<file path="src/hdl/oaat_pkg.sv">
// Shared types, constants and hash mix functions for the one-at-a-time bucket index block.
// No dependencies; every other file in hdl/ uses this package.
package oaat_pkg;

  localparam int HASH_W = 32;
  localparam int BYTE_W = 8;
  localparam int CNT_W = $clog2(HASH_W);
  localparam int Q_DEPTH = 2;
  localparam int Q_AW = $clog2(Q_DEPTH);
  localparam int OUT_TDATA_W = 2 * HASH_W;
  localparam logic [HASH_W-1:0] NUM_BUCKETS_RESET = HASH_W'(1024);

  typedef logic [HASH_W-1:0] hash_t;

  typedef struct packed {
    logic  valid;
    hash_t hash;
  } q_wr_t;

  typedef struct packed {
    logic  valid;
    hash_t hash;
  } q_rd_t;

  function automatic hash_t mix_byte(hash_t h_in, logic [BYTE_W-1:0] b);
    hash_t h;
    h = h_in + hash_t'(b);
    h = h + (h << 10);
    h = h ^ (h >> 6);
    return h;
  endfunction

  function automatic hash_t finalize(hash_t h_in);
    hash_t h;
    h = h_in + (h_in << 3);
    h = h ^ (h >> 11);
    h = h + (h << 15);
    return h;
  endfunction

endpackage

</file>
<file path="src/hdl/one_at_a_time_bucket_index.sv">
// One-at-a-time bucket index: takes one key byte per cycle while in_tready is high and
// mixes it into a 32-bit running hash; on the last byte of a key the hash is queued,
// finalized and reduced modulo the bucket count by a bit-serial divider (one bit per cycle).
// The back end handles one key at a time and takes the next only after the last result has
// been loaded into the output register; a two-entry queue lets the next keys stream in
// meanwhile, so input stalls only when the queue is full, that is when short keys arrive
// back to back or when results are not taken. A bucket count of 0 gives bucket_index = hash_value.
// Write the bucket count only while no key is in flight. Depends on oaat_pkg and submodules.
module one_at_a_time_bucket_index (
  input  logic                              clk,
  input  logic                              rst_n,
  input  logic                              in_tvalid,
  output logic                              in_tready,
  input  logic [oaat_pkg::BYTE_W-1:0]       in_tdata,   // [7:0] key_byte
  input  logic                              in_tlast,   // last_byte
  output logic                              out_tvalid,
  input  logic                              out_tready,
  output logic [oaat_pkg::OUT_TDATA_W-1:0]  out_tdata,  // [31:0] bucket_index, [63:32] hash_value
  input  logic                              cfg_valid,
  output logic                              cfg_ready,
  input  logic [oaat_pkg::HASH_W-1:0]       cfg_data    // bucket count
);

  oaat_pkg::hash_t num_buckets_r, num_buckets_nxt;
  oaat_pkg::q_wr_t q_wr;
  oaat_pkg::q_rd_t q_rd;
  logic            q_full;
  logic            q_pop;

  assign cfg_ready = 1'b1;

  always_comb begin
    num_buckets_nxt = num_buckets_r;
    if (cfg_valid && cfg_ready) begin
      num_buckets_nxt = cfg_data;
    end
  end

  always_ff @(posedge clk) begin
    if (!rst_n) begin
      num_buckets_r <= oaat_pkg::NUM_BUCKETS_RESET;
    end else begin
      num_buckets_r <= num_buckets_nxt;
    end
  end

  oaat_front u_front (
    .clk       (clk),
    .rst_n     (rst_n),
    .in_tvalid (in_tvalid),
    .in_tready (in_tready),
    .in_tdata  (in_tdata),
    .in_tlast  (in_tlast),
    .q_full    (q_full),
    .q_wr      (q_wr)
  );

  oaat_fifo u_fifo (
    .clk    (clk),
    .rst_n  (rst_n),
    .q_wr   (q_wr),
    .q_full (q_full),
    .q_rd   (q_rd),
    .q_pop  (q_pop)
  );

  oaat_back u_back (
    .clk         (clk),
    .rst_n       (rst_n),
    .q_rd        (q_rd),
    .q_pop       (q_pop),
    .num_buckets (num_buckets_r),
    .out_tvalid  (out_tvalid),
    .out_tready  (out_tready),
    .out_tdata   (out_tdata)
  );

endmodule

</file>
<file path="src/hdl/oaat_front.sv">
// Front end: accepts key bytes, keeps the running hash, pushes each mixed key hash.
// Depends on oaat_pkg.
module oaat_front (
  input  logic                         clk,
  input  logic                         rst_n,
  input  logic                         in_tvalid,
  output logic                         in_tready,
  input  logic [oaat_pkg::BYTE_W-1:0]  in_tdata,   // [7:0] key_byte
  input  logic                         in_tlast,   // last_byte
  input  logic                         q_full,
  output oaat_pkg::q_wr_t              q_wr
);

  oaat_pkg::hash_t run_hash_r;
  oaat_pkg::hash_t run_hash_nxt;
  oaat_pkg::hash_t mixed;
  logic            acc;

  assign in_tready = !q_full;
  assign acc       = in_tvalid && in_tready;
  assign mixed     = oaat_pkg::mix_byte(run_hash_r, in_tdata);

  assign q_wr.valid = acc && in_tlast;
  assign q_wr.hash  = mixed;

  always_comb begin
    run_hash_nxt = run_hash_r;
    if (acc) begin
      run_hash_nxt = in_tlast ? '0 : mixed;
    end
  end

  always_ff @(posedge clk) begin
    if (!rst_n) begin
      run_hash_r <= '0;
    end else begin
      run_hash_r <= run_hash_nxt;
    end
  end

`ifndef ASSERT_OFF
  a_clear_after_last: assert property (@(posedge clk) disable iff (!rst_n)
    (acc && in_tlast) |=> (run_hash_r == '0))
    else $error("running hash not cleared after last byte");
`endif

endmodule

</file>
<file path="src/hdl/oaat_fifo.sv">
// Short queue of mixed key hashes between front and back.
// Depends on oaat_pkg.
module oaat_fifo (
  input  logic            clk,
  input  logic            rst_n,
  input  oaat_pkg::q_wr_t q_wr,
  output logic            q_full,
  output oaat_pkg::q_rd_t q_rd,
  input  logic            q_pop
);

  oaat_pkg::hash_t                mem_r [oaat_pkg::Q_DEPTH];
  logic [oaat_pkg::Q_AW-1:0]      wr_ptr_r, wr_ptr_nxt;
  logic [oaat_pkg::Q_AW-1:0]      rd_ptr_r, rd_ptr_nxt;
  logic [oaat_pkg::Q_AW:0]        cnt_r, cnt_nxt;
  logic                           do_push, do_pop;

  assign q_full     = (cnt_r == (oaat_pkg::Q_AW+1)'(oaat_pkg::Q_DEPTH));
  assign q_rd.valid = (cnt_r != '0);
  assign q_rd.hash  = mem_r[rd_ptr_r];
  assign do_push    = q_wr.valid && !q_full;
  assign do_pop     = q_pop && q_rd.valid;

  always_comb begin
    wr_ptr_nxt = wr_ptr_r;
    rd_ptr_nxt = rd_ptr_r;
    cnt_nxt    = cnt_r;
    if (do_push) begin
      wr_ptr_nxt = (wr_ptr_r == oaat_pkg::Q_AW'(oaat_pkg::Q_DEPTH-1)) ? '0 : wr_ptr_r + 1'b1;
    end
    if (do_pop) begin
      rd_ptr_nxt = (rd_ptr_r == oaat_pkg::Q_AW'(oaat_pkg::Q_DEPTH-1)) ? '0 : rd_ptr_r + 1'b1;
    end
    if (do_push && !do_pop) begin
      cnt_nxt = cnt_r + 1'b1;
    end else if (do_pop && !do_push) begin
      cnt_nxt = cnt_r - 1'b1;
    end
  end

  always_ff @(posedge clk) begin
    if (!rst_n) begin
      wr_ptr_r <= '0;
      rd_ptr_r <= '0;
      cnt_r    <= '0;
    end else begin
      wr_ptr_r <= wr_ptr_nxt;
      rd_ptr_r <= rd_ptr_nxt;
      cnt_r    <= cnt_nxt;
    end
  end

  always_ff @(posedge clk) begin
    if (do_push) begin
      mem_r[wr_ptr_r] <= q_wr.hash;
    end
  end

`ifndef ASSERT_OFF
  a_no_overflow: assert property (@(posedge clk) disable iff (!rst_n)
    q_wr.valid |-> !q_full)
    else $error("push into full queue");
  a_cnt_bound: assert property (@(posedge clk) disable iff (!rst_n)
    cnt_r <= (oaat_pkg::Q_AW+1)'(oaat_pkg::Q_DEPTH))
    else $error("queue count out of range");
`endif

endmodule

</file>
<file path="src/hdl/oaat_back.sv">
// Back end: final mix, bit-serial modulo by the bucket count, registered result output.
// Depends on oaat_pkg.
module oaat_back (
  input  logic                              clk,
  input  logic                              rst_n,
  input  oaat_pkg::q_rd_t                   q_rd,
  output logic                              q_pop,
  input  oaat_pkg::hash_t                   num_buckets,
  output logic                              out_tvalid,
  input  logic                              out_tready,
  output logic [oaat_pkg::OUT_TDATA_W-1:0]  out_tdata
);

  typedef enum logic [1:0] {
    ST_IDLE,
    ST_FIN,
    ST_DIV,
    ST_DONE
  } state_t;

  state_t                     state_r, state_nxt;
  oaat_pkg::hash_t            hash_r, hash_nxt;
  oaat_pkg::hash_t            quo_r, quo_nxt;
  oaat_pkg::hash_t            rem_r, rem_nxt;
  oaat_pkg::hash_t            div_r, div_nxt;
  logic [oaat_pkg::CNT_W-1:0] cnt_r, cnt_nxt;
  logic                       out_valid_r, out_valid_nxt;
  oaat_pkg::hash_t            out_idx_r, out_idx_nxt;
  oaat_pkg::hash_t            out_hash_r, out_hash_nxt;
  logic [oaat_pkg::HASH_W:0]  trial;
  oaat_pkg::hash_t            fin;
  oaat_pkg::hash_t            rem_fin;
  logic                       load_out;

  assign fin      = oaat_pkg::finalize(hash_r);
  assign trial    = {rem_r, quo_r[oaat_pkg::HASH_W-1]};
  assign rem_fin  = (div_r == '0) ? hash_r : rem_r;
  assign load_out = (state_r == ST_DONE) && (!out_valid_r || out_tready);
  assign q_pop    = (state_r == ST_IDLE) && q_rd.valid;

  assign out_tvalid = out_valid_r;
  assign out_tdata  = {out_hash_r, out_idx_r};

  always_comb begin
    state_nxt     = state_r;
    hash_nxt      = hash_r;
    quo_nxt       = quo_r;
    rem_nxt       = rem_r;
    div_nxt       = div_r;
    cnt_nxt       = cnt_r;
    out_valid_nxt = out_valid_r;
    out_idx_nxt   = out_idx_r;
    out_hash_nxt  = out_hash_r;
    if (out_valid_r && out_tready) begin
      out_valid_nxt = 1'b0;
    end
    case (state_r)
      ST_IDLE: begin
        if (q_rd.valid) begin
          hash_nxt  = q_rd.hash;
          div_nxt   = num_buckets;
          state_nxt = ST_FIN;
        end
      end
      ST_FIN: begin
        hash_nxt  = fin;
        quo_nxt   = fin;
        rem_nxt   = '0;
        cnt_nxt   = '0;
        state_nxt = ST_DIV;
      end
      ST_DIV: begin
        if (trial >= {1'b0, div_r}) begin
          rem_nxt = oaat_pkg::HASH_W'(trial - {1'b0, div_r});
        end else begin
          rem_nxt = trial[oaat_pkg::HASH_W-1:0];
        end
        quo_nxt = quo_r << 1;
        cnt_nxt = cnt_r + 1'b1;
        if (cnt_r == oaat_pkg::CNT_W'(oaat_pkg::HASH_W-1)) begin
          state_nxt = ST_DONE;
        end
      end
      ST_DONE: begin
        if (load_out) begin
          out_valid_nxt = 1'b1;
          out_idx_nxt   = rem_fin;
          out_hash_nxt  = hash_r;
          state_nxt     = ST_IDLE;
        end
      end
      default: begin
        state_nxt = ST_IDLE;
      end
    endcase
  end

  always_ff @(posedge clk) begin
    if (!rst_n) begin
      state_r     <= ST_IDLE;
      out_valid_r <= 1'b0;
    end else begin
      state_r     <= state_nxt;
      out_valid_r <= out_valid_nxt;
    end
    hash_r     <= hash_nxt;
    quo_r      <= quo_nxt;
    rem_r      <= rem_nxt;
    div_r      <= div_nxt;
    cnt_r      <= cnt_nxt;
    out_idx_r  <= out_idx_nxt;
    out_hash_r <= out_hash_nxt;
  end

`ifndef ASSERT_OFF
  a_rem_in_range: assert property (@(posedge clk) disable iff (!rst_n)
    (load_out && div_r != '0) |-> (rem_fin < div_r))
    else $error("bucket index not below bucket count");
  a_pop_only_idle: assert property (@(posedge clk) disable iff (!rst_n)
    q_pop |=> (state_r == ST_FIN))
    else $error("pop did not start a key");
`endif

endmodule
</file>
<file path="config.mk">
export PLATFORM = sky130hd
export DESIGN_NAME = one_at_a_time_bucket_index
export DESIGN_NICKNAME = d
export VERILOG_FILES = /design/src/hdl/oaat_pkg.sv /design/src/hdl/one_at_a_time_bucket_index.sv /design/src/hdl/oaat_front.sv /design/src/hdl/oaat_fifo.sv /design/src/hdl/oaat_back.sv
export SDC_FILE = /design/constraint.sdc
export NUM_CORES = 1
export LEC_CHECK = 0
export ABC_CLOCK_PERIOD_IN_PS = 4800
export BUFFER_PORTS_ARGS = -buffer_cell sky130_fd_sc_hd__buf_2
export CAP_MARGIN = 10
export CORE_ASPECT_RATIO = 0.7
export CORE_MARGIN = 2
export CORE_UTILIZATION = 40
export CTS_BUF_LIST = sky130_fd_sc_hd__clkbuf_4 sky130_fd_sc_hd__clkbuf_8 sky130_fd_sc_hd__clkbuf_16
export DETAILED_ROUTE_END_ITERATION = 6
export GPL_TIMING_DRIVEN = 1
export HOLD_SLACK_MARGIN = 0.1
export PLACE_DENSITY_LB_ADDON = 0.05
export SLEW_MARGIN = 20
export SYNTH_ARGS = -nofsm -noshare
export SYNTH_HDL_FRONTEND = slang
export SYNTH_SLANG_ARGS = --single-unit
</file>
<file path="constraint.sdc">
create_clock -name clk -period 4.8 [get_ports clk]
set_input_delay 0.24 -clock clk [delete_from_list [all_inputs] [get_ports clk]]
set_output_delay 0.24 -clock clk [all_outputs]
set_load 0.005 [all_outputs]
</file>
==> flow_summary.yaml, run 1 <==
sta:
  finalSetupViolCount: 37
  post-route-min-period_ns: 5.111
  final.setup.worst_slack_ns: -0.3113
  timing_hold_violations_final: 0
  timing.fmax_mhz: 195.6
  slew_violations: 0
  worstMarginPinSlew_ns: 1.102
  maxSlewHeadroom: 0.2588
  clock-skew-final_ns: 0.03528
  timing.hold.ws_ns: 0.1461
  min_period_over_period: 1.065
  unrepaired_setup_endpoints_after_global_routing: "yes"
yosys:
  yosys.area.top_type_share: 0.4268
  synth-main-ff-cell: "sky130_fd_sc_hd__edfxtp_1"
  synth_sequential_area_ratio: 0.5052
  synth-async-reset-ratio: 0
  synthesis.nets: 1756
  synth-edff-count: 261
  synth_area_leader_cell: "sky130_fd_sc_hd__edfxtp_1"
  post_synth_num_cell_types: 77
  yosys_warnings: 0
  postSynthAreaPerCell_um2: 11.53
  post_synth_instance_area_um2: 18370
  postSynthCellCount: 1593
  synth-seq-cells: 333
  yosys-top-cells-area: "sky130_fd_sc_hd__edfxtp_1 43%, sky130_fd_sc_hd__dfxtp_1 7.8%, sky130_fd_sc_hd__ha_1 7.6%"
clock_network:
  worst_setup_hold_path_clk_slew_ns: 0.07
  cts_tree: "yes"
  clock-sinks: 333
  number_of_cts_inserted_buffers: 35
  cts-htree-levels: 2
  cts-root-to-sink-buffers: 3
  cts-root-buf: "sky130_fd_sc_hd__clkbuf_16"
  clkLatencyLatePin_ns: 0.53
setup_path:
  timing.critical_path.slowest_stage_cell: "sky130_fd_sc_hd__edfxtp_1"
  cp_num_cells: 25
  critical_path.endpoint_type: "register"
  setup.worst_path.class: "reg -> reg"
  cp.buffers_inverters: 1
  critPathMaxFanout: 3
  critPathTopFamily: "compound AO/OA/AOI/OAI gates"
  timing.critical_path.from_type: "register"
  critPathMostFrequentCell: "sky130_fd_sc_hd__a21oi_2"
  req_time_crit_path_ns: 5.06
  critical-path-max-stage-delay_ns: 0.43
  reg2regPathDepth: 25
  worst_ep_arrival_time_ns: 5.38
routing:
  wl_um: 50500
  post_drt_wl_per_cell_um: 19.53
  vias: 13410
  drt_pass1_iterations: 5
  number_of_vias_per_cell_after_detailed_routing: 5.186
  drt_drc_violations_left: 0
  detail-route-antenna-nets: 0
  drtIter0Drc: 1063
placement:
  gp_congestion: 0.9005
  place.port_buffers: 111
  half_perimeter_wire_length_after_detailed_placement_um: 37760
grt:
  gr-usage-all-layers: 0.2102
  grt_pass1_vias: 12807
  antenna_found_initial: 1
  grt-ovfl-total: 0
  grt_first_pass_wirelength_um: 76510
  grt_max_degree: 74
final_layout:
  num-nets-final: 2120
  area.growth.synth_to_final_pct: 28.71
  insertedDiodeCount: 0
  layout_cell_share_with_drive_strength_beyond_1: 0.2940
hold_path:
  worstHoldPathType: "in -> reg"
  hold_depth: 3
floorplanning:
  chipWidth_um: 260.1
  io_pins: 113
  floorplan.core_area_um2: 45220
  floorplan.initialDensity: 0.4061
  fp.dieArea_um2: 47670
  placement_rows: 65
  chipHeight_um: 183.3
flow_run:
  timing.max_cap.violations: 0
status:
  violated_checks: "negative setup slack"
  run_status: "finished, violations left"
## kinds of logic (layout without fill, tap and decap cells)
| logic type | count (synthesis) | count (layout) | share of synthesized area |
|---|---|---|---|
| fa+ha+maj | 119 | 119 | 0.08285 |
| mux | 135 | 135 | 0.07692 |
| buf+inv | 115 | 505 | 0.02419 |
| flops | 333 | 333 | 0.5052 |
| xor+xnor | 167 | 167 | 0.08271 |
| simple gates | 404 | 404 | 0.1112 |
| other cells | 1 | 1 | 0.0002042 |
| compound gates | 319 | 319 | 0.1167 |
## placed cells by master, fill, tap and decap left out, types with 18 or more instances in the layout
cell type | Yosys | final
sky130_fd_sc_hd__edfxtp_1 | 261 | 261
sky130_fd_sc_hd__buf_4 | 3 | 214
sky130_fd_sc_hd__buf_2 | 1 | 111
sky130_fd_sc_hd__ha_1 | 112 | 103
sky130_fd_sc_hd__nand2_1 | 98 | 96
sky130_fd_sc_hd__nor2_1 | 96 | 90
sky130_fd_sc_hd__mux2i_1 | 86 | 86
sky130_fd_sc_hd__nor2b_1 | 82 | 79
sky130_fd_sc_hd__xnor2_1 | 91 | 75
sky130_fd_sc_hd__dfxtp_1 | 72 | 70
sky130_fd_sc_hd__inv_1 | 68 | 66
sky130_fd_sc_hd__xor2_1 | 70 | 59
sky130_fd_sc_hd__a21oi_1 | 73 | 56
sky130_fd_sc_hd__o21ai_0 | 66 | 52
sky130_fd_sc_hd__mux2_2 | 49 | 47
sky130_fd_sc_hd__a21o_1 | 45 | 45
sky130_fd_sc_hd__clkbuf_16 | 0 | 38
sky130_fd_sc_hd__dlygate4sd3_1 | 0 | 33
sky130_fd_sc_hd__nand3_1 | 28 | 26
sky130_fd_sc_hd__a22oi_1 | 28 | 23
sky130_fd_sc_hd__o21a_1 | 19 | 18
## path summary, 6_finish.rpt
kind / to / start / slack, ns
setup / recovery: u_back.hash_r[30] / u_back.hash_r[4] / -0.31
hold / removal: u_front.run_hash_r[24] / in_tvalid / 0.15
setup reg to reg: u_back.hash_r[30] / u_back.hash_r[4] / -0.31
hold reg to reg: u_back.div_r[5] / num_buckets_r[5] / 0.43
## cell type report
cell class / instances / area, um2
clock buffers: 51 / 1061
well taps: 603 / 754.5
clock inverters: 12 / 138.9
inverters: 68 / 255.2
multi-input cells: 1145 / 9463
fillers: 4060 / 21580
repair buffers: 374 / 2681
flip-flops and latches: 333 / 9284
## stage by stage
stage | cell area, um2 | TNS (ns) | setup WS, ns | utilization | std cells
floorplan | 18470 | -0.2278 | -0.1144 | - | 1593
global placement | 21090 | -6.701 | -0.3620 | 0.4665 | 2452
detailed placement | 21090 | -12.23 | -0.4611 | 0.4665 | 2452
CTS | 23120 | -2.717 | -0.2749 | 0.5113 | 2571
global route | 23640 | -17.91 | -0.6623 | 0.5227 | 2586
finish | 23640 | -3.777 | -0.3113 | 0.5227 | 2586
## state kept, by name (all words and copies together), names as in the netlist, named ones only
register            count
u_back.div_r           32
num_buckets_r          32
u_back.out_hash_r      32
u_back.hash_r          32
u_back.out_idx_r       32
u_back.state_r          2
u_fifo.rd_ptr_r         1
u_front.run_hash_r     32
u_fifo.wr_ptr_r         1
u_back.out_tvalid       1
u_back.rem_r           32
u_fifo.mem_r           64
u_back.quo_r           32
u_fifo.cnt_r            2
u_back.cnt_r            5
## tightest hold or removal path, stage by stage
cell                       delay (ns)
sky130_fd_sc_hd__buf_2           0.09
sky130_fd_sc_hd__and2_1          0.16
sky130_fd_sc_hd__o221ai_1        0.10
## cells in the mapped netlist (4+ instances only)
cell type and number:
sky130_fd_sc_hd__a211oi_1 14, sky130_fd_sc_hd__a21boi_0 7, sky130_fd_sc_hd__a21o_1 45, sky130_fd_sc_hd__a21oi_1 73
sky130_fd_sc_hd__a22oi_1 28, sky130_fd_sc_hd__a31oi_1 12, sky130_fd_sc_hd__and2_1 14, sky130_fd_sc_hd__and3_1 15
sky130_fd_sc_hd__buf_1 7, sky130_fd_sc_hd__clkbuf_1 36, sky130_fd_sc_hd__dfxtp_1 72, sky130_fd_sc_hd__edfxtp_1 261
sky130_fd_sc_hd__fa_1 5, sky130_fd_sc_hd__ha_1 112, sky130_fd_sc_hd__inv_1 68, sky130_fd_sc_hd__mux2_2 49
sky130_fd_sc_hd__mux2i_1 86, sky130_fd_sc_hd__nand2_1 98, sky130_fd_sc_hd__nand2b_1 10, sky130_fd_sc_hd__nand3_1 28
sky130_fd_sc_hd__nand4_1 14, sky130_fd_sc_hd__nor2_1 96, sky130_fd_sc_hd__nor2b_1 82, sky130_fd_sc_hd__nor3_1 13
sky130_fd_sc_hd__nor4_1 9, sky130_fd_sc_hd__o211ai_1 5, sky130_fd_sc_hd__o21a_1 19, sky130_fd_sc_hd__o21ai_0 66
sky130_fd_sc_hd__o21bai_1 12, sky130_fd_sc_hd__o31ai_1 5, sky130_fd_sc_hd__or3_1 4, sky130_fd_sc_hd__xnor2_1 91
sky130_fd_sc_hd__xnor2_2 4, sky130_fd_sc_hd__xor2_1 70
## layer usage
metal,routed length (um),track usage
met1,27570,0.3565
met2,19640,0.2781
met3,2860,0.03179
met4,421,0.02926
met5,0,0
## repair_timing
| action | in CTS | in global routing |
|---|---|---|
| setup buffers | 25 | 19 |
| resized for setup | 61 | 70 |
| hold buffers | 33 | 0 |
| cloned | 0 | 0 |
| setup endpoints to repair | 62 | 78 |
| hold endpoints to repair | 33 | 0 |
| pin swaps | 49 | 58 |
Power of run 1 is left out: the tool's default activity adds up to more than one toggle a clock period on the data nets, which glitch-free logic cannot reach.
==> run 2, diff against run 1 <==
Settings changed: SYNTH_HIERARCHICAL set to 1.
==> run 2 against run 1 <==
  * The flow still finishes with violations (negative setup slack)
  * Critical path depth down 3
  * Critical endpoint is now u_back/quo_r[31]
  * Die area up 4.0%
  * Wire length up 6.3%
  * Clock-buffer cell count up 4
  * Non-clock buffer count up 37
  * Utilization up 0.088 points
  * Flip-flop and latch count unchanged
  * Final cell count up 3.1%
  * Critical path type unchanged
  * Highest routed layer is now met5
  * Cell area up 3.7%
==> flow_summary.yaml, run 2 <==
yosys:
  yosys_warnings: 6
  synth_sequential_area_ratio: 0.4854
  synth_area_leader_cell: "sky130_fd_sc_hd__edfxtp_1"
  synth-async-reset-ratio: 0
  synth-edff-count: 261
  yosys-top-cells-area: "sky130_fd_sc_hd__edfxtp_1 41%, sky130_fd_sc_hd__dfxtp_1 7.5%, sky130_fd_sc_hd__ha_1 7.3%"
  yosys.cell_count.top_type: "sky130_fd_sc_hd__edfxtp_1"
  synth-seq-cells: 333
  postSynthAreaPerCell_um2: 11.69
  synth-main-ff-cell: "sky130_fd_sc_hd__edfxtp_1"
  postSynthCellCount: 1635
  synthesis.nets: 1797
  synth.cells.most_frequent: "261 x sky130_fd_sc_hd__edfxtp_1, 111 x sky130_fd_sc_hd__ha_1, 94 x sky130_fd_sc_hd__mux2_2"
  post_synth_instance_area_um2: 19120
  post_synth_num_cell_types: 94
  yosys.area.top_type_share: 0.4100
routing:
  drt_pass1_iterations: 5
  detail-route-antenna-nets: 0
  drtIter0Drc: 1189
  wl_um: 53680
  post_drt_wl_per_cell_um: 20.14
  number_of_vias_per_cell_after_detailed_routing: 5.302
  drt_drc_violations_left: 0
  vias: 14135
final_layout:
  largest_register: "u_fifo/mem_r"
  commonest_cells_after_routing_fill_and_taps_aside: "261 x sky130_fd_sc_hd__edfxtp_1, 253 x sky130_fd_sc_hd__buf_4, 111 x sky130_fd_sc_hd__buf_2"
  ff_latch_area_um2: 9280
  insertedDiodeCount: 0
  utilization: 0.5236
  final-instance-count-excl-fill: 2666
  design_area_um2: 24520
  fill_cells: 4158
  largest_register_ffs: 64
  multi_input_area_um2: 9965
  final_common_cell: "sky130_fd_sc_hd__edfxtp_1"
  area.growth.synth_to_final_pct: 28.25
  layout_cell_share_with_drive_strength_beyond_1: 0.3267
  num-nets-final: 2190
placement:
  half_perimeter_wire_length_after_detailed_placement_um: 40260
  detailed_place.area_um2: 22000
  gp_congestion: 0.9480
  place.port_buffers: 111
  numPlacedInstances: 2537
hold_path:
  worstHoldPathType: "in -> reg"
sta:
  unrepaired_setup_endpoints_after_global_routing: "yes"
  worstMarginPinSlew_ns: 1.093
  timing.fmax_mhz: 189.4
  clock-skew-final_ns: 0.01822
  maxSlewHeadroom: 0.2658
  timing.hold.ws_ns: 0.1331
  slew_violations: 0
  final.setup.worst_slack_ns: -0.4809
  timing_hold_violations_final: 0
  min_period_over_period: 1.100
  finalSetupViolCount: 14
  post-route-min-period_ns: 5.281
status:
  violated_checks: "negative setup slack"
  run_status: "finished, violations left"
grt:
  grt_max_degree: 71
  gr-usage-all-layers: 0.2114
  grt_first_pass_wirelength_um: 81130
  antenna_found_initial: 1
  grt-ovfl-total: 0
  grt_pass1_vias: 13388
setup_path:
  worst_ep_arrival_time_ns: 5.56
  critPathMaxFanout: 4
  critical_path.endpoint_type: "register"
  timing.critical_path.from_type: "register"
  req_time_crit_path_ns: 5.08
  setup.worst_path.class: "reg -> reg"
clock_network:
  worst_setup_hold_path_clk_slew_ns: 0.06
  clkLatencyLatePin_ns: 0.53
  cts_tree: "yes"
  clock-sinks: 333
  cts-root-to-sink-buffers: 3
  number_of_cts_inserted_buffers: 35
  cts-root-buf: "sky130_fd_sc_hd__clkbuf_16"
  cts-htree-levels: 2
floorplanning:
  floorplan.core_area_um2: 46820
  chipHeight_um: 186.9
  floorplan.initialDensity: 0.4083
  io_pins: 113
  placement_rows: 66
  chipWidth_um: 265.3
  fp.dieArea_um2: 49590
flow_run:
  timing.max_cap.violations: 0
run 2: cell count changes after synthesis, sizes merged, moves of 7 or more:
cell    previous run  this run
a211oi            14         6
a21oi             73        89
buf               11        19
inv               68        93
mux2              49        99
mux2i             86        67
nand2             98        90
nand3             29        21
nor2              96        49
nor2b             83        90
o21ai             70        50
xor2              72        81
run 2: cell type report:
cell class | count | area share
multi-input cells | 1154 | 0.4064
repair buffers | 411 | 0.1210
inverters | 93 | 0.01424
clock inverters | 8 | 0.001837
flip-flops and latches | 333 | 0.3785
well taps | 612 | 0.03123
clock buffers | 55 | 0.04675
run 2: through the flow:
| stage | setup TNS, ns | setup WS, ns |
|---|---|---|
| floorplan | -1.126 | -0.3670 |
| global placement | -9.694 | -0.4402 |
| detailed placement | -15.34 | -0.5651 |
| CTS | -4.155 | -0.5300 |
| global route | -9.464 | -0.7475 |
| finish | -4.171 | -0.4809 |
run 2: worst paths after layout:
check	slack, ns	depth (start not counted)	startpoint	end
setup reg to reg	-0.48	22	u_back/hash_r[9]	u_back/quo_r[31]
hold reg to reg	0.43	0	num_buckets_r[18]	u_back/div_r[18]
setup / recovery	-0.48	22	u_back/hash_r[9]	u_back/quo_r[31]
hold / removal	0.13	2	rst_n	num_buckets_r[10]
run 2: per-layer routing:
metal	up-vias	track usage	share of wire
met1	6895	0.3557	0.54
met2	383	0.2702	0.38
met4	2	0.03259	0.011
met3	57	0.04726	0.075
li1	6798	-	-
met5	-	0	0.00022
run 2: critical path, cell delays in order, from the launching register on:
cell and delay (ns):
sky130_fd_sc_hd__edfxtp_1 0.46, sky130_fd_sc_hd__ha_1 0.33, sky130_fd_sc_hd__a21oi_1 0.25, sky130_fd_sc_hd__nand2_1 0.09, sky130_fd_sc_hd__o31a_1 0.35, sky130_fd_sc_hd__a211o_1 0.31, sky130_fd_sc_hd__a21oi_2 0.20, sky130_fd_sc_hd__o31ai_2 0.08
sky130_fd_sc_hd__a21oi_2 0.23, sky130_fd_sc_hd__xnor2_2 0.12, sky130_fd_sc_hd__xor2_1 0.17, sky130_fd_sc_hd__ha_2 0.22, sky130_fd_sc_hd__fa_2 0.36, sky130_fd_sc_hd__a21oi_2 0.13, sky130_fd_sc_hd__nor2_1 0.05, sky130_fd_sc_hd__nor2_1 0.13
sky130_fd_sc_hd__nor2b_1 0.07, sky130_fd_sc_hd__o41a_1 0.43, sky130_fd_sc_hd__o221a_4 0.27, sky130_fd_sc_hd__o41ai_4 0.23, sky130_fd_sc_hd__o21ai_1 0.12, sky130_fd_sc_hd__xnor2_1 0.16, sky130_fd_sc_hd__mux2_4 0.28
run 2: what timing repair did:
item                                    4_1_cts  5_1_grt
pin swaps                                    17       82
setup buffers                                 9       27
gates resized for setup                      47       86
hold endpoints to repair                     34        0
endpoints found under the setup margin       60       78
hold buffers                                 35        0
run 2: logic make-up (layout without fill, tap and decap cells):
group / Yosys count / count (layout) / synth area share
muxes: 166 / 166 / 0.09340
and+or+nand+nor: 348 / 348 / 0.09615
adders and majority gates: 116 / 116 / 0.07788
buffers and inverters: 148 / 567 / 0.03417
other: 1 / 1 / 0.0001962
DFF: 333 / 333 / 0.4854
xor gates and xnor gates: 175 / 175 / 0.08214
AOI/OAI and AO/OA: 348 / 348 / 0.1307
Power of run 2 is left out for the same reason.
